--- src/cau_pkg.sv ---
// Shared constants, types and the arctangent table of the complex arithmetic unit.
package cau_pkg;

  localparam int FRAC_BITS_DEF = 16;
  localparam int WORD_BITS_DEF = 32;
  localparam int IO_W          = 32;
  localparam int CORDIC_STEPS  = 30;
  localparam int ANGLE_W       = 34;   // Q30 angle plus headroom for the pi turn

  localparam logic signed [ANGLE_W-1:0] PI_Q30 = 34'sd3373259426;

  localparam logic [2:0] MODE_ADD = 3'd0;
  localparam logic [2:0] MODE_SUB = 3'd1;
  localparam logic [2:0] MODE_MUL = 3'd2;
  localparam logic [2:0] MODE_DIV = 3'd3;
  localparam logic [2:0] MODE_MAG = 3'd4;
  localparam logic [2:0] MODE_ANG = 3'd5;
  localparam logic [2:0] MODE_EQ  = 3'd6;

  localparam logic [1:0] ST_OK   = 2'd0;
  localparam logic [1:0] ST_DIVZ = 2'd1;
  localparam logic [1:0] ST_SAT  = 2'd2;

  // control that travels alongside the data through the cell chain
  typedef struct packed {
    logic [2:0] mode;
    logic       equal;
    logic       skip;     // angle fixed up front, rotations idle
    logic       divz;
    logic       ovf_re;   // quotient known to overflow
    logic       ovf_im;
    logic       neg_re;
    logic       neg_im;
  } ctl_t;

  // one result word
  typedef struct packed {
    logic signed [IO_W-1:0] res_re;
    logic signed [IO_W-1:0] res_im;
    logic                   equal;
    logic [1:0]             status;
  } word_t;

  function automatic int max_int(input int a, input int b);
    return (a > b) ? a : b;
  endfunction

  // atan(2^-i) in Q30
  function automatic logic [31:0] atan_step(input int i);
    logic [31:0] r;
    case (i)
      0:       r = 32'd843314857;
      1:       r = 32'd497837829;
      2:       r = 32'd263043837;
      3:       r = 32'd133525159;
      4:       r = 32'd67021687;
      5:       r = 32'd33543516;
      6:       r = 32'd16775851;
      7:       r = 32'd8388437;
      8:       r = 32'd4194283;
      9:       r = 32'd2097149;
      default: r = 32'd1 << (30 - i);
    endcase
    return r;
  endfunction

endpackage

--- src/cau_outbuf.sv ---
// Output register with a skid entry; frees the pipeline from the receiver's stall.
module cau_outbuf (
  input  logic           clk,
  input  logic           rst,
  input  logic           i_valid,
  input  cau_pkg::word_t i_word,
  output logic           en,
  output logic           o_valid,
  input  logic           o_stall,
  output cau_pkg::word_t o_word
);

  logic           skid_v;
  cau_pkg::word_t skid_w;

  assign en = !skid_v;

  always_ff @(posedge clk) begin
    if (rst) begin
      o_valid <= 1'b0;
      skid_v  <= 1'b0;
    end else if (!o_valid || !o_stall) begin
      if (skid_v) begin
        o_valid <= 1'b1;
        skid_v  <= 1'b0;
      end else begin
        o_valid <= i_valid;
      end
    end else if (!skid_v && i_valid) begin
      skid_v <= 1'b1;
    end
  end

  always_ff @(posedge clk) begin
    if (!o_valid || !o_stall) begin
      o_word <= skid_v ? skid_w : i_word;
    end else if (!skid_v) begin
      skid_w <= i_word;
    end
  end

endmodule

--- config.mk ---
export PLATFORM = sky130hd
export DESIGN_NAME = cau_outbuf
export DESIGN_NICKNAME = d
export VERILOG_FILES = /design/src/cau_pkg.sv /design/src/cau_outbuf.sv
export SDC_FILE = /design/constraint.sdc
export NUM_CORES = 1
export LEC_CHECK = 0
export BUFFER_PORTS_ARGS = -buffer_cell sky130_fd_sc_hd__buf_2
export CAP_MARGIN = 20
export CORE_UTILIZATION = 51
export CTS_BUF_LIST = sky130_fd_sc_hd__clkbuf_4 sky130_fd_sc_hd__clkbuf_8 sky130_fd_sc_hd__clkbuf_16
export CTS_CLUSTER_SIZE = 25
export DETAILED_ROUTE_END_ITERATION = 12
export GPL_TIMING_DRIVEN = 0
export PLACE_DENSITY = 0.78
export SYNTH_ARGS = -nofsm -noshare
export SYNTH_HDL_FRONTEND = slang
export SYNTH_SLANG_ARGS = --single-unit
--- constraint.sdc ---
create_clock -name clk -period 5.24 [get_ports clk]
set_clock_uncertainty 0.1 [all_clocks]
set_input_delay 1.048 -clock clk [delete_from_list [all_inputs] [get_ports clk]]
set_output_delay 1.048 -clock clk [all_outputs]
set_load 0.01 [all_outputs]
==> flow_summary.json <==
{
  "crit_type": "reg -> out",
  "cts_made_buffers": 17,
  "startpoint_type": "register",
  "path_max_fanout": 10,
  "drt-met1-wl_mm": 3.26,
  "ys.flop_type": "edfxtp_1",
  "chipWidth_microns": 100,
  "cp_top_family": "buffers and inverters",
  "fillers": 637,
  "gr-usage-all-layers_pct": 17.3,
  "dr_total_vias": 2527,
  "dpl_cell_area_sq_um": 5830,
  "grt_pass1_vias": 2640,
  "critPathCaptureType": "output pin",
  "ys_seq_elements": 136,
  "top_layer": "met4",
  "worst-path-buf-inv": 5,
  "grt_pass1_wl_mm": 12.7,
  "syn_area_sq_um": 4930,
  "drive_gt1_share_pct": 64.0,
  "port-buffer-count": 139,
  "place_congestion": 0.668,
  "cts_setup_buffers": 0,
  "clk_latency_ns": 0.49,
  "p_per_area_nw_per_um2": 418,
  "synth_edf_count": 134,
  "synth_area_leaders": "edfxtp_1, mux2_2, mux2_4",
  "drtPass1Iterations": 4,
  "design_area_sq_um": 6460,
  "syn_area_per_cell_sq_um": 22.7,
  "wl_mm": 8.31,
  "drv_slew": 0,
  "ant_nets": 0,
  "setup_viol_count_final": 0,
  "reg2reg_to": "skid_w[40]",
  "min_period_ns": 2.63,
  "power.leakage_nw": 2.54,
  "yosys_warnings": 0,
  "grt-ovfl-total": 0,
  "htreeDepth": 4,
  "diodes": 0,
  "hold_viol": 0,
  "wl_met2_mm": 4.47,
  "synth_cell_types": 11,
  "synth_most_common_cell": "edfxtp_1",
  "grt_max_degree": 68,
  "slowest_stage": "dfxtp_1",
  "ff2ff_path_depth": 3,
  "hold_buffers": 0,
  "die-area_sq_um": 10100,
  "holdWs_ns": 0.464,
  "ir_worst_vdd_uv": 235,
  "dp.cells": 486,
  "rrSetupSlack_ns": 3.21,
  "synth_top_area_share_pct": 81.6,
  "async_flop_share_pct": 0,
  "r2r_start": "o_valid",
  "worst_hold_path_type": "reg -> reg",
  "max_freq_mhz": 380,
  "cts_sinks": 136,
  "die_height_microns": 100,
  "initial_utilization_pct": 53.1,
  "antenna_found_initial": 0,
  "yosys-top-cells-count": "edfxtp_1, mux2_2, mux2_4",
  "fin_cells": 518,
  "cts_tree": "yes",
  "hold_depth": 1,
  "syn_to_final_growth_pct": 31.1,
  "maxCapViolCount": 0,
  "total_power_mw": 2.70,
  "cp-endpoint": "en",
  "post_drt_wl_per_cell_microns": 16.0,
  "slew_headroom_pct": 39.8,
  "vias_per_cell": 4.88,
  "syn-instance-count": 217,
  "ios": 140,
  "cp_cell_sequence": "buf_6 -> buf_6 -> buf_6 -> inv_1 -> buf_2",
  "synth_area_leader_cell": "edfxtp_1",
  "root_buffer": "clkbuf_8",
  "syn_nets": 288,
  "slowest_delay_ns": 0.32,
  "cp_data_required_time_ns": 4.09,
  "nets": 447,
  "crit_top_cell": "buf_6",
  "cp.arrival_ns": 1.48,
  "rsz0062_at_grt": "no",
  "hpwl_mm": 5.36,
  "coreArea_sq_um": 9280,
  "cts.path.max_buffers": 2,
  "crit_cells": 5,
  "first_iter_violations": 74,
  "cts_resized": 0,
  "drc": 0,
  "tightest_slew_ns": 0.903,
  "synth-seq-area-share_pct": 82.4,
  "clk_pin_slew_ns": 0.06,
  "fin_crit_sh_pct": 50.2,
  "wl_met3_microns": 493,
  "rows": 35,
  "crit_path_start": "skid_v",
  "status": "complete, no violations"
}
where the power goes:
part | internal (mW) | switching (mW) | total [mW]
logic | 0.0771 | 0.0845 | 0.162
clock network | 0.837 | 0.420 | 1.26
registers | 1.27 | 0.0149 | 1.28
stage by stage:
stage,util [%],TNS [ns],worst slack (ns)
6_report,69.6,0,2.61
5_1_grt,69.6,0,2.53
4_1_cts,69.6,0,2.57
3_5_place_dp,62.8,0,2.42
3_3_place_gp,62.4,-119.53,-1.79
2_1_floorplan,-,0,0.436
worst register-to-register path, stage by stage (launching register included):
cell and delay [ns]:
dfxtp_1 0.38, nand2_4 0.17, buf_16 0.28, inv_4 0.67
worst min path at each step:
stage	start	endpoint	slack (ns)
CTS	skid_w[7]	o_word[7]	0.47
global route	skid_w[7]	o_word[7]	0.48
finish	skid_w[7]	o_word[7]	0.46
detailed placement	skid_w[59]	skid_w[59]	0.45
floorplan	skid_w[56]	o_word[56]	0.44
global placement	skid_w[33]	o_word[33]	0.45
logic make-up (layout without fill, tap and decap cells):
logic type,after synthesis,count (layout),share of synthesized area [%]
AND/OR/NAND/NOR,3,3,0.253
multiplexers,67,67,15.9
buffers and inverters,10,182,1.34
AO/OA/AOI/OAI,1,1,0.101
flip-flops,136,136,82.4
placed cells by master, fill, tap and decap left out, drive strengths merged:
cell    synthesis  layout
a21oi           1       1
buf             8     148
bufinv          0       5
clkbuf          0      20
clkinv          0       7
dfxtp           2       2
edfxtp        134     134
inv             2       2
mux2           67      67
nand2           1       1
nor2            1       1
nor3            1       1
registers in the layout, indices dropped and copies added, names as in the netlist:
register,count
skid_w,67
o_word,67
skid_v,1
o_valid,1
area by class of cell:
cell class	instances	area [sq um]	area share, %
inverter	2	10.0	0.155
clock buffer	20	437	6.76
sequential	136	4060	62.9
timing repair buffer	140	723	11.2
clock inverter	12	200	3.10
buffer	8	58.8	0.910
tap	129	161	2.50
multi-input combinational	71	810	12.5
per-layer routing:
metal	GRT usage (%)	up-vias
met1	19.3	1250
met5	0	-
met3	5.64	9
li1	-	1182
met2	30.6	86
met4	6.69	0
Note: power is estimated with default switching activity, not from simulation.
