File: config.mk
export PLATFORM = sky130hd
export DESIGN_NAME = cau_finish
export DESIGN_NICKNAME = d
export VERILOG_FILES = /design/src/cau_pkg.sv /design/src/cau_finish.sv
export SDC_FILE = /design/constraint.sdc
export NUM_CORES = 1
export LEC_CHECK = 0
export BUFFER_PORTS_ARGS = -buffer_cell sky130_fd_sc_hd__buf_2
export CORE_ASPECT_RATIO = 2
export CORE_MARGIN = 5
export CORE_UTILIZATION = 30
export DETAILED_ROUTE_END_ITERATION = 10
export PLACE_DENSITY = 0.46
export SLEW_MARGIN = 20
export SYNTH_ARGS = -nofsm -noshare
export SYNTH_HDL_FRONTEND = slang
export SYNTH_SLANG_ARGS = --single-unit
export TNS_END_PERCENT = 5
File: constraint.sdc
create_clock -name clk -period 11.8 [get_ports clk]
set_input_delay 2.36 -clock clk [delete_from_list [all_inputs] [get_ports clk]]
set_output_delay 2.36 -clock clk [all_outputs]
set_load 0.01 [all_outputs]
File: src/cau_pkg.sv
// Shared constants, types and the arctangent table of the complex arithmetic unit.
package cau_pkg;

  localparam int FRAC_BITS_DEF = 16;
  localparam int WORD_BITS_DEF = 32;
  localparam int IO_W          = 32;
  localparam int CORDIC_STEPS  = 30;
  localparam int ANGLE_W       = 34;   // Q30 angle plus headroom for the pi turn

  localparam logic signed [ANGLE_W-1:0] PI_Q30 = 34'sd3373259426;

  localparam logic [2:0] MODE_ADD = 3'd0;
  localparam logic [2:0] MODE_SUB = 3'd1;
  localparam logic [2:0] MODE_MUL = 3'd2;
  localparam logic [2:0] MODE_DIV = 3'd3;
  localparam logic [2:0] MODE_MAG = 3'd4;
  localparam logic [2:0] MODE_ANG = 3'd5;
  localparam logic [2:0] MODE_EQ  = 3'd6;

  localparam logic [1:0] ST_OK   = 2'd0;
  localparam logic [1:0] ST_DIVZ = 2'd1;
  localparam logic [1:0] ST_SAT  = 2'd2;

  // control that travels alongside the data through the cell chain
  typedef struct packed {
    logic [2:0] mode;
    logic       equal;
    logic       skip;     // angle fixed up front, rotations idle
    logic       divz;
    logic       ovf_re;   // quotient known to overflow
    logic       ovf_im;
    logic       neg_re;
    logic       neg_im;
  } ctl_t;

  // one result word
  typedef struct packed {
    logic signed [IO_W-1:0] res_re;
    logic signed [IO_W-1:0] res_im;
    logic                   equal;
    logic [1:0]             status;
  } word_t;

  function automatic int max_int(input int a, input int b);
    return (a > b) ? a : b;
  endfunction

  // atan(2^-i) in Q30
  function automatic logic [31:0] atan_step(input int i);
    logic [31:0] r;
    case (i)
      0:       r = 32'd843314857;
      1:       r = 32'd497837829;
      2:       r = 32'd263043837;
      3:       r = 32'd133525159;
      4:       r = 32'd67021687;
      5:       r = 32'd33543516;
      6:       r = 32'd16775851;
      7:       r = 32'd8388437;
      8:       r = 32'd4194283;
      9:       r = 32'd2097149;
      default: r = 32'd1 << (30 - i);
    endcase
    return r;
  endfunction

endpackage

File: src/cau_finish.sv
// Back end: final rounding, saturation and status.
module cau_finish #(
  parameter int FRAC_BITS = cau_pkg::FRAC_BITS_DEF,
  parameter int WORD_BITS = cau_pkg::WORD_BITS_DEF
) (
  input  logic                                    clk,
  input  logic                                    rst,
  input  logic                                    en,
  input  logic                                    i_valid,
  input  cau_pkg::ctl_t                           i_ctl,
  input  logic [2*((WORD_BITS < 32) ? WORD_BITS : 32)
               + cau_pkg::max_int(FRAC_BITS, (WORD_BITS < 32) ? WORD_BITS : 32)-1:0] i_rem_re,
  input  logic [2*((WORD_BITS < 32) ? WORD_BITS : 32)
               + cau_pkg::max_int(FRAC_BITS, (WORD_BITS < 32) ? WORD_BITS : 32)-1:0] i_rem_im,
  input  logic [2*((WORD_BITS < 32) ? WORD_BITS : 32)
               + cau_pkg::max_int(FRAC_BITS, (WORD_BITS < 32) ? WORD_BITS : 32)-1:0] i_dvs,
  input  logic [((WORD_BITS < 32) ? WORD_BITS : 32)-1:0] i_q_re,
  input  logic [((WORD_BITS < 32) ? WORD_BITS : 32)-1:0] i_q_im,
  input  logic signed [cau_pkg::ANGLE_W-1:0]      i_cz,
  output logic                                    o_valid,
  output cau_pkg::word_t                          o_word
);

  localparam int EW = (WORD_BITS < 32) ? WORD_BITS : 32;
  localparam int PW = 2 * EW;
  localparam int XW = PW + cau_pkg::max_int(FRAC_BITS, EW);
  localparam int MW = PW + 1;
  localparam int ZW = cau_pkg::ANGLE_W;
  localparam int SH = 30 - FRAC_BITS;
  localparam logic [ZW-1:0]        HALF_A = (ZW'(1) << SH) >> 1;
  localparam logic [MW-1:0]        LIM    = MW'(1) << (EW - 1);
  localparam logic signed [EW-1:0] MAXV   = {1'b0, {(EW-1){1'b1}}};
  localparam logic signed [EW-1:0] MINV   = {1'b1, {(EW-1){1'b0}}};

  logic          rnd_re, rnd_im;
  logic [MW-1:0] root;
  logic [ZW-1:0] zmag, amag;

  logic [MW-1:0] mre_next, mim_next;
  logic          nre_next, nim_next, fre_next, fim_next;

  // stage f1
  logic          v1, nre, nim, fre, fim, divz1, eq1;
  logic [MW-1:0] mre, mim;

  logic                 sat_re, sat_im;
  logic signed [EW-1:0] val_re, val_im;
  cau_pkg::word_t       w_next;

  assign rnd_re = ({i_rem_re, 1'b0} >= {1'b0, i_dvs});
  assign rnd_im = ({i_rem_im, 1'b0} >= {1'b0, i_dvs});
  assign root   = MW'(i_rem_im) + MW'(i_rem_re > i_rem_im);
  assign zmag   = i_cz[ZW-1] ? $unsigned(-i_cz) : $unsigned(i_cz);
  assign amag   = (zmag + HALF_A) >> SH;

  always_comb begin
    mre_next = '0;
    mim_next = '0;
    nre_next = 1'b0;
    nim_next = 1'b0;
    fre_next = 1'b0;
    fim_next = 1'b0;
    unique case (i_ctl.mode) inside
      cau_pkg::MODE_ADD, cau_pkg::MODE_SUB, cau_pkg::MODE_MUL: begin
        mre_next = MW'(i_rem_re);
        mim_next = MW'(i_rem_im);
        nre_next = i_ctl.neg_re;
        nim_next = i_ctl.neg_im;
      end
      cau_pkg::MODE_DIV: begin
        if (!i_ctl.divz) begin
          mre_next = MW'(i_q_re) + MW'(rnd_re);
          mim_next = MW'(i_q_im) + MW'(rnd_im);
          nre_next = i_ctl.neg_re;
          nim_next = i_ctl.neg_im;
          fre_next = i_ctl.ovf_re;
          fim_next = i_ctl.ovf_im;
        end
      end
      cau_pkg::MODE_MAG: begin
        mre_next = root;
      end
      cau_pkg::MODE_ANG: begin
        mre_next = MW'(amag);
        nre_next = i_cz[ZW-1];
      end
      default: begin
      end
    endcase
  end

  always_ff @(posedge clk) begin
    if (rst) begin
      v1      <= 1'b0;
      o_valid <= 1'b0;
    end else if (en) begin
      v1      <= i_valid;
      o_valid <= v1;
    end
  end

  always_ff @(posedge clk) begin
    if (en) begin
      mre   <= mre_next;
      mim   <= mim_next;
      nre   <= nre_next;
      nim   <= nim_next;
      fre   <= fre_next;
      fim   <= fim_next;
      divz1 <= (i_ctl.mode == cau_pkg::MODE_DIV) && i_ctl.divz;
      eq1   <= i_ctl.equal;
    end
  end

  // stage f2: clamp to the word range
  assign sat_re = fre || (nre ? (mre > LIM) : (mre > LIM - MW'(1)));
  assign sat_im = fim || (nim ? (mim > LIM) : (mim > LIM - MW'(1)));
  assign val_re = sat_re ? (nre ? MINV : MAXV) : (nre ? -mre[EW-1:0] : mre[EW-1:0]);
  assign val_im = sat_im ? (nim ? MINV : MAXV) : (nim ? -mim[EW-1:0] : mim[EW-1:0]);

  always_comb begin
    w_next.res_re = cau_pkg::IO_W'(val_re);
    w_next.res_im = cau_pkg::IO_W'(val_im);
    w_next.equal  = eq1;
    if (sat_re || sat_im)
      w_next.status = cau_pkg::ST_SAT;
    else if (divz1)
      w_next.status = cau_pkg::ST_DIVZ;
    else
      w_next.status = cau_pkg::ST_OK;
  end

  always_ff @(posedge clk) begin
    if (en) begin
      o_word <= w_next;
    end
  end

endmodule

==> summary.txt <==
Outcome
  • Run status: finished, final reports clean

STA
  • Worst clock skew: 0.0254 ns
  • RSZ-0062 raised after global routing: no
  • Post-route setup TNS: 0 ns
  • Post-layout minimum cycle time: around 7.6 ns
  • Share of the cycle needed by the critical path after routing: 0.644
  • Worst-case headroom to the max-slew limit: 0.365
  • Crit path setup slack, layout: between 4 and 5 ns
  • Max Slew Vio Count: 0
  • Final Setup Violations: 0
  • Actual transition at the worst max-transition pin: about 0.94 ns
  • Final count of hold timing violations: 0
  • Highest attainable clock frequency: 0.131 GHz

Place
  • Routability cong.: ~0.93
  • Area post-placement: 24200 um2
  • Quantity of I/O buffers inserted on ports: ~470
  • Worst slack at placement: roughly 3.5 ns
  • Post-placement cell count: 3739
  • HPWL after detailed placement: 71700 um

Critical path
  • Bufs and invs on worst path: 2
  • Worst endpoint required time: approximately 12 ns
  • Crit Path Max Fanout: 5
  • Cell family with most CP delay: simple AND/OR/NAND/NOR gates
  • Kind of end point of the critical path: register
  • Logic depth of the worst path, buffers included: 20
  • Cell repeated most along the worst path: sky130_fd_sc_hd__ha_1
  • Stage delay of the slowest cell on the critical path: 0.85 ns
  • Reg2Reg Depth: 10
  • Critical Path AT: roughly 7.9 ns
  • CP startpoint kind: input port
  • Critical path cell sequence: buf_2 > inv_1 > ha_1 > and4_1 > nand4_1 > nor4_2 > and3_1 > a221oi_1 > nand4_1 > a21oi_1 > o21ai_0 > ha_1 > ha_1 > nand3_1 > nand2b_1 > nor4_1 > nand2_1 > nor2_1 > xnor2_1 > o21ai_0
  • Kind of critical path: input port to register
  • Slowest library cell on the worst path: sky130_fd_sc_hd__nor4_1

CTS
  • # Post-CTS Setup Buffers: 0
  • Clock edge transition at the registers on the reported setup and hold paths: 0.06 ns
  • Root buffer selected by CTS: sky130_fd_sc_hd__clkbuf_16
  • # resized after CTS: 0
  • Clock buffer count from CTS: 23
  • Maximum buffer depth of the clock tree: 3
  • CTS tree: built
  • Clk_lat worst skew: 0.56 ns
  • H-tree depth: 1
  • TritonCTS Sinks: slightly above 200
  • Quantity of hold-fixing buffers added after cts: 0

Routing
  • Post-route DRC: 0
  • Total iterations of the first detailed-routing run: 6
  • Routed vias/inst: roughly 5.3
  • Total wire length after detailed routing: 85400 um
  • DRC violation total after the first TritonRoute iteration: 1501
  • Total vias in the final route: approximately 20000
  • Antenna-violating nets left: 0
  • Mean routed wirelength per cell: about 22 um

Synth
  • Cell area after synthesis: approximately 21000 um2
  • Ys async rst share: 0
  • Cell count after synthesis: 2434
  • Number of synthesized flops with an enable pin: approximately 200
  • Synth top cells by count: 298 x sky130_fd_sc_hd__ha_1, 222 x sky130_fd_sc_hd__inv_1, 203 x sky130_fd_sc_hd__edfxtp_1
  • Unique cell type count in the Yosys netlist: 93
  • Count of yosys warnings during synthesis: 0
  • Mean Syn Cell Area: between 8 and 9 um2
  • Flip-flop and latch count after synthesis: 205
  • Share of Yosys cell area claimed by the top area cell type: 0.292
  • Most instantiated library cell after synthesis: sky130_fd_sc_hd__ha_1
  • Main flop type after synthesis: sky130_fd_sc_hd__edfxtp_1
  • Share of synthesized area occupied by flip-flops and latches: 0.293
  • Yosys top cell by area: sky130_fd_sc_hd__edfxtp_1
  • Most area-consuming cells after synthesis: sky130_fd_sc_hd__edfxtp_1 29%, sky130_fd_sc_hd__ha_1 18%, sky130_fd_sc_hd__xnor2_1 4.6%
  • Post-Syn Nets: roughly 3100

Pwr
  • Leakage power: 10.7 nW
  • Peak ir drop on the vdd network: 0.0000887 V
  • PD cells: roughly 90 nW/um2

Job
  • Max-Cap Viols: 0

Floorplan
  • Placement row count: around 140
  • Overall die area: around 75000 um2
  • Top Ports: 468
  • Die boundary height: 383 um
  • Chip Width: about 200 um
  • Core outline area: 69400 um2
  • Initial Utilization: 0.301

Final layout
  • Filler cells: roughly 7400
  • Number of cells in the finished layout apart from fillers: approximately 3800
  • Net count of the finished layout: roughly 3600
  • Layout cell share with drive strength beyond 1: 0.202
  • Area Growth Syn to Fin: 19.6%
  • Total non-filler cell area in the finished layout: about 25000 um2

Global route
  • Largest net degree at the start of global routing: 102
  • Grt ovf: 0
  • Initial antenna violation count: 40
  • Vias in the first global route: around 20000
  • Wire length of the first global-routing pass: ~130000 um
  • Overall global routing resource usage: 0.218

Worst hold path
  • Worst min-delay path class: register to register
  • Min-Delay Path Depth: 0
[cells by family after synthesis]
kind of cell / after synthesis / share of synthesized area
AND/OR/NAND/NOR: 882 / 0.229
AO/OA/AOI/OAI: 585 / 0.174
buffers and inverters: 300 / 0.0547
adder cells (fa/ha/maj): 298 / 0.178
flip-flops: 205 / 0.293
XOR/XNOR: 150 / 0.0628
multiplexers: 14 / 0.00676
[stage by stage]
step | utilization | hold WS (ns) | total power [W]
2_1_floorplan | - | 0.400 | 0.00124
6_report | 0.360 | 0.422 | 0.00226
4_1_cts | 0.360 | 0.424 | 0.00229
3_3_place_gp | 0.349 | 0.403 | 0.00153
5_1_grt | 0.360 | 0.426 | 0.00239
3_5_place_dp | 0.349 | 0.420 | 0.00153
[metal layers]
layer | share of wire | wire length, um | global-route usage
met2 | 0.45 | 38200 | 0.348
met4 | 0.027 | 2340 | 0.0550
met3 | 0.080 | 6820 | 0.0525
met5 | 0.0030 | 260 | 0
met1 | 0.44 | 37800 | 0.297
[cells in the final DEF, fill, tap and decap left out, drive strengths merged, types with 62 or more instances in the layout]
master	netlist	layout
xnor2	110	110
nand4	98	98
nor3	76	76
edfxtp	203	203
buf	15	479
nor4	62	62
nor2	179	179
nand3	66	66
inv	222	227
ha	298	298
o21ai	176	176
a21oi	156	156
nand2	196	196
[power by group]
part	internal, W	switching [W]	leakage, nW	total, W
Combinational	0.000235	0.000360	8.38	0.000595
Clock	0.000410	0.000330	0.367	0.000739
Sequential	0.000874	0.0000494	1.98	0.000923
[layout make-up]
cell class                 count  area (um2)  area share
antenna                       17        42.5     0.00170
multi-input combinational   1929       13700       0.547
timing repair buffer         480        2450      0.0978
tap                          903        1130      0.0452
clock buffer                  26         587      0.0235
clock inverter                16         163     0.00650
inverter                     222         833      0.0333
sequential                   205        6140       0.245
[final timing paths]
kind	to	slack, ns	start
max reg2reg	o_word[1]	8.12	mim[0]
min reg2reg	o_word[2]	0.42	eq1
min	o_word[2]	0.42	eq1
max	mim[28]	4.20	i_dvs[58]
[state kept, by name, summed over array words and instances (netlist names)]
signal,flops
o_word,67
mim,65
mre,65
divz1,1
eq1,1
fim,1
fre,1
nim,1
nre,1
o_valid,1
v1,1
Note: power is estimated with default switching activity, not from simulation.
