--- config.mk ---
export PLATFORM = sky130hd
export DESIGN_NAME = cau_cell
export DESIGN_NICKNAME = d
export VERILOG_FILES = /design/src/cau_pkg.sv /design/src/cau_cell.sv
export SDC_FILE = /design/constraint.sdc
export NUM_CORES = 2
export LEC_CHECK = 0
export ABC_AREA = 1
export BUFFER_PORTS_ARGS = -buffer_cell sky130_fd_sc_hd__buf_2
export CORE_AREA = 2 2 361 363
export CTS_BUF_LIST = sky130_fd_sc_hd__clkbuf_8
export CTS_CLUSTER_DIAMETER = 30
export DETAILED_ROUTE_END_ITERATION = 7
export DIE_AREA = 0 0 363 365
export PLACE_DENSITY = 0.8
export SLEW_MARGIN = 10
export SYNTH_ARGS = -nofsm -noshare
export SYNTH_HDL_FRONTEND = slang
export SYNTH_SLANG_ARGS = --single-unit
--- constraint.sdc ---
create_clock -name clk -period 5.1 [get_ports clk]
set_input_delay 0 -clock clk [delete_from_list [all_inputs] [get_ports clk]]
set_output_delay 0 -clock clk [all_outputs]
set_load 0.01 [all_outputs]
--- src/cau_pkg.sv ---
// Shared constants, types and the arctangent table of the complex arithmetic unit.
package cau_pkg;

  localparam int FRAC_BITS_DEF = 16;
  localparam int WORD_BITS_DEF = 32;
  localparam int IO_W          = 32;
  localparam int CORDIC_STEPS  = 30;
  localparam int ANGLE_W       = 34;   // Q30 angle plus headroom for the pi turn

  localparam logic signed [ANGLE_W-1:0] PI_Q30 = 34'sd3373259426;

  localparam logic [2:0] MODE_ADD = 3'd0;
  localparam logic [2:0] MODE_SUB = 3'd1;
  localparam logic [2:0] MODE_MUL = 3'd2;
  localparam logic [2:0] MODE_DIV = 3'd3;
  localparam logic [2:0] MODE_MAG = 3'd4;
  localparam logic [2:0] MODE_ANG = 3'd5;
  localparam logic [2:0] MODE_EQ  = 3'd6;

  localparam logic [1:0] ST_OK   = 2'd0;
  localparam logic [1:0] ST_DIVZ = 2'd1;
  localparam logic [1:0] ST_SAT  = 2'd2;

  // control that travels alongside the data through the cell chain
  typedef struct packed {
    logic [2:0] mode;
    logic       equal;
    logic       skip;     // angle fixed up front, rotations idle
    logic       divz;
    logic       ovf_re;   // quotient known to overflow
    logic       ovf_im;
    logic       neg_re;
    logic       neg_im;
  } ctl_t;

  // one result word
  typedef struct packed {
    logic signed [IO_W-1:0] res_re;
    logic signed [IO_W-1:0] res_im;
    logic                   equal;
    logic [1:0]             status;
  } word_t;

  function automatic int max_int(input int a, input int b);
    return (a > b) ? a : b;
  endfunction

  // atan(2^-i) in Q30
  function automatic logic [31:0] atan_step(input int i);
    logic [31:0] r;
    case (i)
      0:       r = 32'd843314857;
      1:       r = 32'd497837829;
      2:       r = 32'd263043837;
      3:       r = 32'd133525159;
      4:       r = 32'd67021687;
      5:       r = 32'd33543516;
      6:       r = 32'd16775851;
      7:       r = 32'd8388437;
      8:       r = 32'd4194283;
      9:       r = 32'd2097149;
      default: r = 32'd1 << (30 - i);
    endcase
    return r;
  endfunction

endpackage

--- src/cau_cell.sv ---
// One cell of the chain: a quotient bit, a root bit or a rotation per cycle while en is high.
module cau_cell #(
  parameter int FRAC_BITS = cau_pkg::FRAC_BITS_DEF,
  parameter int WORD_BITS = cau_pkg::WORD_BITS_DEF,
  parameter int IDX       = 0
) (
  input  logic                                    clk,
  input  logic                                    rst,
  input  logic                                    en,
  input  logic                                    i_valid,
  input  cau_pkg::ctl_t                           i_ctl,
  input  logic [2*((WORD_BITS < 32) ? WORD_BITS : 32)
               + cau_pkg::max_int(FRAC_BITS, (WORD_BITS < 32) ? WORD_BITS : 32)-1:0] i_rem_re,
  input  logic [2*((WORD_BITS < 32) ? WORD_BITS : 32)
               + cau_pkg::max_int(FRAC_BITS, (WORD_BITS < 32) ? WORD_BITS : 32)-1:0] i_rem_im,
  input  logic [2*((WORD_BITS < 32) ? WORD_BITS : 32)
               + cau_pkg::max_int(FRAC_BITS, (WORD_BITS < 32) ? WORD_BITS : 32)-1:0] i_dvs,
  input  logic [((WORD_BITS < 32) ? WORD_BITS : 32)-1:0] i_q_re,
  input  logic [((WORD_BITS < 32) ? WORD_BITS : 32)-1:0] i_q_im,
  input  logic signed [((WORD_BITS < 32) ? WORD_BITS : 32)+2:0] i_cx,
  input  logic signed [((WORD_BITS < 32) ? WORD_BITS : 32)+2:0] i_cy,
  input  logic signed [cau_pkg::ANGLE_W-1:0]      i_cz,
  output logic                                    o_valid,
  output cau_pkg::ctl_t                           o_ctl,
  output logic [2*((WORD_BITS < 32) ? WORD_BITS : 32)
               + cau_pkg::max_int(FRAC_BITS, (WORD_BITS < 32) ? WORD_BITS : 32)-1:0] o_rem_re,
  output logic [2*((WORD_BITS < 32) ? WORD_BITS : 32)
               + cau_pkg::max_int(FRAC_BITS, (WORD_BITS < 32) ? WORD_BITS : 32)-1:0] o_rem_im,
  output logic [2*((WORD_BITS < 32) ? WORD_BITS : 32)
               + cau_pkg::max_int(FRAC_BITS, (WORD_BITS < 32) ? WORD_BITS : 32)-1:0] o_dvs,
  output logic [((WORD_BITS < 32) ? WORD_BITS : 32)-1:0] o_q_re,
  output logic [((WORD_BITS < 32) ? WORD_BITS : 32)-1:0] o_q_im,
  output logic signed [((WORD_BITS < 32) ? WORD_BITS : 32)+2:0] o_cx,
  output logic signed [((WORD_BITS < 32) ? WORD_BITS : 32)+2:0] o_cy,
  output logic signed [cau_pkg::ANGLE_W-1:0]      o_cz
);

  localparam int EW     = (WORD_BITS < 32) ? WORD_BITS : 32;
  localparam int PW     = 2 * EW;
  localparam int XW     = PW + cau_pkg::max_int(FRAC_BITS, EW);
  localparam int CW     = EW + 3;
  localparam int ZW     = cau_pkg::ANGLE_W;
  localparam bit DIV_ON = (IDX < EW);
  localparam bit ROT_ON = (IDX < cau_pkg::CORDIC_STEPS);
  localparam int BITPOS = DIV_ON ? (PW - 2 - 2 * IDX) : 0;
  localparam int SH_R   = ROT_ON ? IDX : 0;
  localparam logic [XW-1:0]        ROOT_BIT = XW'(1) << BITPOS;
  localparam logic signed [ZW-1:0] ATAN     = ZW'(cau_pkg::atan_step(SH_R));

  logic [XW-1:0]        dd, t_sq;
  logic                 ge_re, ge_im;
  logic signed [CW-1:0] dx, dy;

  logic [XW-1:0]        rem_re_next, rem_im_next, dvs_next;
  logic [EW-1:0]        q_re_next, q_im_next;
  logic signed [CW-1:0] cx_next, cy_next;
  logic signed [ZW-1:0] cz_next;

  assign dd    = i_dvs >> 1;
  assign ge_re = (i_rem_re >= dd);
  assign ge_im = (i_rem_im >= dd);
  assign t_sq  = i_rem_im + ROOT_BIT;
  assign dx    = i_cx >>> SH_R;
  assign dy    = i_cy >>> SH_R;

  always_comb begin
    rem_re_next = i_rem_re;
    rem_im_next = i_rem_im;
    dvs_next    = i_dvs;
    q_re_next   = i_q_re;
    q_im_next   = i_q_im;
    cx_next     = i_cx;
    cy_next     = i_cy;
    cz_next     = i_cz;
    unique case (i_ctl.mode) inside
      cau_pkg::MODE_DIV: begin
        if (DIV_ON) begin
          // restoring step, both parts share the divisor
          dvs_next  = dd;
          q_re_next = {i_q_re[EW-2:0], ge_re};
          q_im_next = {i_q_im[EW-2:0], ge_im};
          if (ge_re) rem_re_next = i_rem_re - dd;
          if (ge_im) rem_im_next = i_rem_im - dd;
        end
      end
      cau_pkg::MODE_MAG: begin
        // radicand in rem_re, partial root in rem_im
        if (DIV_ON) begin
          if (i_rem_re >= t_sq) begin
            rem_re_next = i_rem_re - t_sq;
            rem_im_next = (i_rem_im >> 1) + ROOT_BIT;
          end else begin
            rem_im_next = i_rem_im >> 1;
          end
        end
      end
      cau_pkg::MODE_ANG: begin
        if (ROT_ON && !i_ctl.skip) begin
          if (!i_cy[CW-1]) begin
            cx_next = i_cx + dy;
            cy_next = i_cy - dx;
            cz_next = i_cz + ATAN;
          end else begin
            cx_next = i_cx - dy;
            cy_next = i_cy + dx;
            cz_next = i_cz - ATAN;
          end
        end
      end
      default: begin
      end
    endcase
  end

  always_ff @(posedge clk) begin
    if (rst) begin
      o_valid <= 1'b0;
    end else if (en) begin
      o_valid <= i_valid;
    end
  end

  always_ff @(posedge clk) begin
    if (en) begin
      o_ctl    <= i_ctl;
      o_rem_re <= rem_re_next;
      o_rem_im <= rem_im_next;
      o_dvs    <= dvs_next;
      o_q_re   <= q_re_next;
      o_q_im   <= q_im_next;
      o_cx     <= cx_next;
      o_cy     <= cy_next;
      o_cz     <= cz_next;
    end
  end

endmodule

==> flow_metrics.py, run 1 <==
metrics = {
    "sta": {
        "grt-worst-endpoint": "o_rem_im[93]$_DFFE_PP_/D",
        "worst-ep-kind": "register input",
    },
    "clocking": {
        "post-cts-setup-buffers": 0,
        "clockRootBuffer": "clkbuf_8",
        "h-tree-depth": 3,
        "cts_max_path_buffers": 3,
        "ctsResizeCount": 0,
        "clock_sinks": 467,
        "cts-buffers-inserted": 117,
    },
    "grt": {
        "grt_max_degree": 209,
        "grt_usage": 0.635,
        "antenna_found_initial": 112,
        "grt-ovfl-total": 4,
    },
    "synthesis": {
        "syn_area_per_cell_um2": 5.69,
        "netlist_area_um2": 64200,
        "synthFlopType": "edfxtp_1",
        "synth_edf_count": 466,
        "async_reset_ff_frac": 0,
        "syn-num-nets": 12164,
        "yosysWarnings": 0,
        "yosysSeqAreaShare": 0.218,
        "ys_types": 53,
        "netlist_instances": 11265,
        "ys_ff_latch": 467,
    },
    "floorplanning": {
        "die_x_um": 363,
        "fp.dieH_um": 365,
        "io_pins": 937,
        "num_rows": 132,
        "start_util": 0.499,
    },
    "place": {
        "gp_congestion": 1.23,
        "place_hpwl_mm": 316,
        "place.port_buffers": 936,
    },
    "outcome": {
        "error": "[ERROR GRT-0232] Routing congestion too high. Check the congestion heatmap in the GUI.",
        "failing_step": "global routing (5_1_grt)",
        "status": "aborted with a tool error",
    },
}
## per-stage QoR
step	utilization	setup WS, ns	area (um^2)	hold WS, ns	std cells
4_1_cts	0.630	0.0608	81000	0.000129	14659
3_5_place_dp	0.547	0.210	70400	0.178	13658
2_1_floorplan	-	1.72	64200	0.0724	11265
3_3_place_gp	0.547	0.317	70400	0.159	13658
## metal layers
layer	overflow	track usage
met5	0	0.179
met4	2	0.584
met3	0	0.391
met2	2	0.838
met1	0	0.679
## repair_timing
item,CTS
endpoints found under the hold margin,609
endpoints found under the setup margin,0
hold buffers,777
## cells in the mapped netlist (all sizes together), types with 7 or more instances
library cell  number  area [um^2]
nand4            294         1860
nand3b            49          368
nor4              26          163
o21a              16          120
inv             2206         8280
a21boi            14          105
o21ai            402         2010
and2              18          113
a31oi             11         68.8
nor2             963         3650
mux2i              8         80.1
o22ai             73          457
ha               422         5280
o211ai            23          173
xor2             113          990
nor3              65          330
clkbuf           184          691
xnor2            140         1230
or2               12         75.1
nand3            813         4070
a21o              20          150
o21bai           113          848
fa                 7          140
nand2           4233        15900
buf               95          543
a21oi            458         2300
edfxtp           466        14000
## kinds of logic after synthesis
family	Yosys count	share of synthesized area
compound gates	1142	0.0986
xor+xnor	253	0.0345
fa+ha+maj	429	0.0845
buf+inv	2489	0.149
flops	467	0.218
mux	8	0.00125
simple gates	6477	0.414
==> run 2: changes to the inputs <==
- CORE_AREA: 2 2 361 363 -> not set
- CORE_UTILIZATION: not set -> 40
- CTS_BUF_LIST: sky130_fd_sc_hd__clkbuf_8 -> not set
- CTS_CLUSTER_DIAMETER: 30 -> not set
- DIE_AREA: 0 0 363 365 -> not set
- PLACE_DENSITY: 0.8 -> not set
- PLACE_DENSITY_LB_ADDON: not set -> 0.15
==> run 2 against run 1 <==
The flow now finishes, with violations (DRC). Synthesized cell count unchanged. Synthesized area stayed put.
==> flow_metrics.py, run 2 <==
metrics = {
    "power": {
        "p_total_mw": 17.9,
        "power.density_nw_per_um2": 227,
        "p_leak_nw": 43.0,
        "max-vdd-ir-drop_mv": 0.300,
    },
    "critical_path": {
        "r2r-start": "o_valid$_SDFFE_PP0P_",
        "crit_required_ns": 5.58,
        "crit_path_start_kind": "input port",
        "critical_path_class": "input port to flop",
        "path_max_fanout": 41,
        "critPathArrivalTime_ns": 5.40,
        "cp-startpoint": "i_rem_im[63]",
        "crit_path_end_kind": "flop",
        "reg2reg_to": "o_valid$_SDFFE_PP0P_",
        "ff2ff_setup_slack_ns": 3.92,
        "ff2ff_path_depth": 3,
    },
    "min_path": {
        "min_path_type": "input port to flop",
        "hold_start": "i_ctl[0]",
        "holdPathEnd": "o_ctl[0]$_DFFE_PP_",
        "holdPathStages": 2,
    },
    "routing": {
        "dr.pass1.iters": 8,
        "vias": 84374,
        "drtIter0Drc": 12863,
        "vias_per_cell": 5.71,
        "drc_errors": 3,
        "antenna_left": 0,
        "routed_wl_mm": 407,
        "wire_per_inst_um": 27.5,
    },
    "final_layout": {
        "drive_gt1_frac": 0.0920,
        "final_util": 0.496,
        "mostFrequentLayoutCell": "nand2_1",
        "final_cell_mix": "4225 x nand2_1, 2194 x inv_1, 947 x nor2_1",
        "area_delta_synth_final_pct": 22.7,
        "final_cells": 14774,
        "fin_nets": 13523,
        "fin_area_um2": 78700,
        "reg_top3": "o_dvs x96, o_rem_im x96, o_rem_re x96",
    },
    "sta": {
        "fin_ws_ns": 0.175,
        "finalHoldWorstSlack_ns": 0.0190,
        "worst_slew_pin_slew_ns": 1.24,
        "hold_viol": 0,
        "period_share": 0.966,
        "max_freq_ghz": 0.203,
        "final.min_clock_period_ns": 4.92,
        "finalSetupViolCount": 0,
        "rsz0062_at_grt": "true",
        "max_slew_margin": 0.167,
        "clock_skew_ns": 0,
        "drv_slew": 0,
        "finalSetupTns_ns": 0,
    },
    "place": {
        "pre_cts_slack_ns": 0.263,
        "place_hpwl_mm": 337,
        "place.port_buffers": 936,
        "place_area_um2": 71000,
        "post-place-cells": 14075,
        "gp_congestion": 1.13,
    },
    "synthesis": {
        "synth-xor-area-share": 0.0345,
        "yosysWarnings": 0,
        "synth_mux_area_frac": 0.00125,
        "netlist_area_um2": 64200,
        "syn-num-nets": 12164,
        "synth_top_area_cell": "nand2_1",
        "yosysTopAreaCellShare": 0.247,
        "netlist_instances": 11265,
        "synth_area_leaders": "nand2_1 25%, edfxtp_1 22%, inv_1 13%, ha_1 8.2%, nand3_1 6.3%",
        "yosys-top-cells-count": "4228 x nand2_1, 2194 x inv_1, 954 x nor2_1, 812 x nand3_1, 466 x edfxtp_1",
        "synthFlopType": "edfxtp_1",
        "synth_compound_area_frac": 0.0986,
        "async_reset_ff_frac": 0,
        "ys_ff_latch": 467,
        "synth_top_family_by_area": "simple AND/OR/NAND/NOR gates",
        "syn_area_per_cell_um2": 5.69,
        "synthAdderAreaFrac": 0.0845,
        "yosysSeqAreaShare": 0.218,
        "synth-simple-area-share": 0.414,
        "synth_edf_count": 466,
        "yosysMostFrequentCell": "nand2_1",
        "ys_types": 53,
    },
    "grt": {
        "top_usage_layer": "met2",
        "antenna_found_initial": 55,
        "grt_usage": 0.480,
        "grtUsageMet3": 0.142,
        "globalRouteMet2Util": 0.697,
        "grt-ovfl-total": 0,
        "grt_pass1_vias": 77412,
        "met1_usage": 0.606,
        "grt_pass1_wl_mm": 557,
        "grt_max_degree": 132,
    },
    "run": {
        "drv_cap": 0,
    },
    "clocking": {
        "cts_tree": "done",
        "clock_latency_ns": 0.70,
        "cts_max_path_buffers": 3,
        "clock_sinks": 467,
        "clkSlewWorstSetupHoldPaths_ns": 0.06,
        "cts-buffers-inserted": 59,
        "h-tree-depth": 2,
        "clockRootBuffer": "clkbuf_16",
        "post-cts-setup-buffers": 0,
    },
    "outcome": {
        "violations": "DRC",
        "status": "finished, violations left",
    },
    "floorplanning": {
        "fp.dieH_um": 402,
        "start_util": 0.404,
        "num_rows": 146,
        "die_x_um": 402,
        "die-area_um2": 162000,
        "io_pins": 937,
        "core_um2": 159000,
    },
}
==> run 2: cell counts after synthesis <==
Identical to the previous run, type by type.
==> run 2: final cells by class <==
class | instances | area [um^2]
multi-input cells | 8309 | 40700
inverters | 2210 | 8300
flip-flops and latches | 467 | 14000
repair buffers | 1577 | 11100
clock inverters | 38 | 399
clock buffers | 71 | 1540
well taps | 2072 | 2590
diodes | 30 | 75.1
fillers | 16722 | 80000
==> run 2: power breakdown <==
group | internal (mW) | total (mW) | switching, mW
sequential | 4.69 | 4.94 | 0.243
clock | 2.46 | 4.49 | 2.03
combinational | 2.53 | 8.45 | 5.92
total | 9.68 | 17.9 | 8.20
==> run 2: worst max-delay path by stage <==
stage               cells past startpoint                endpoint
finish                                 27  o_rem_im[68]$_DFFE_PP_
floorplan                              24  o_rem_re[83]$_DFFE_PP_
detailed placement                     25   o_rem_re[2]$_DFFE_PP_
global route                           27  o_rem_im[66]$_DFFE_PP_
CTS                                    27  o_rem_im[70]$_DFFE_PP_
global placement                       24   o_rem_re[2]$_DFFE_PP_
==> run 2: worst max-delay path, cell delays in order <==
cell and delay, ns:
dlygate4sd3_1 0.62, clkbuf_4 0.28, ha_1 0.27, nand3_1 0.18, nor2_1 0.19, inv_1 0.11
nor2_1 0.11, buf_4 0.14, inv_1 0.09, nor2_2 0.18, nand4_1 0.16, nor2_1 0.22
xor2_2 0.31, ha_1 0.26, nand2_1 0.10, nor2_1 0.13, nand2_1 0.09, nor2_2 0.19
nand2_1 0.12, nor2_1 0.20, nand2_4 0.09, nand3_4 0.20, buf_12 0.25, nand3_1 0.10
nand3_1 0.10, nand3_1 0.09, dlygate4sd3_1 0.57
==> run 2: logic make-up after synthesis <==
group                      Yosys count
AOI/OAI and AO/OA                 1142
xor gates and xnor gates           253
buffers and inverters             2489
and+or+nand+nor                   6477
DFF                                467
muxes                                8
adders and majority gates          429
==> run 2: what timing repair did <==
| item | in CTS | in global routing |
|---|---|---|
| hold buffers | 560 | 0 |
| endpoints found under the hold margin | 537 | 0 |
| endpoints found under the setup margin | 0 | 78 |
| resized for setup | 0 | 16 |
==> run 2: per-layer routing <==
layer / vias up / part of all wire
li1: 38037 / -
met1: 38951 / 0.38
met2: 6030 / 0.40
met3: 1332 / 0.13
met4: 24 / 0.086
met5: - / 0.00040
(Power assumes the default switching activity.)
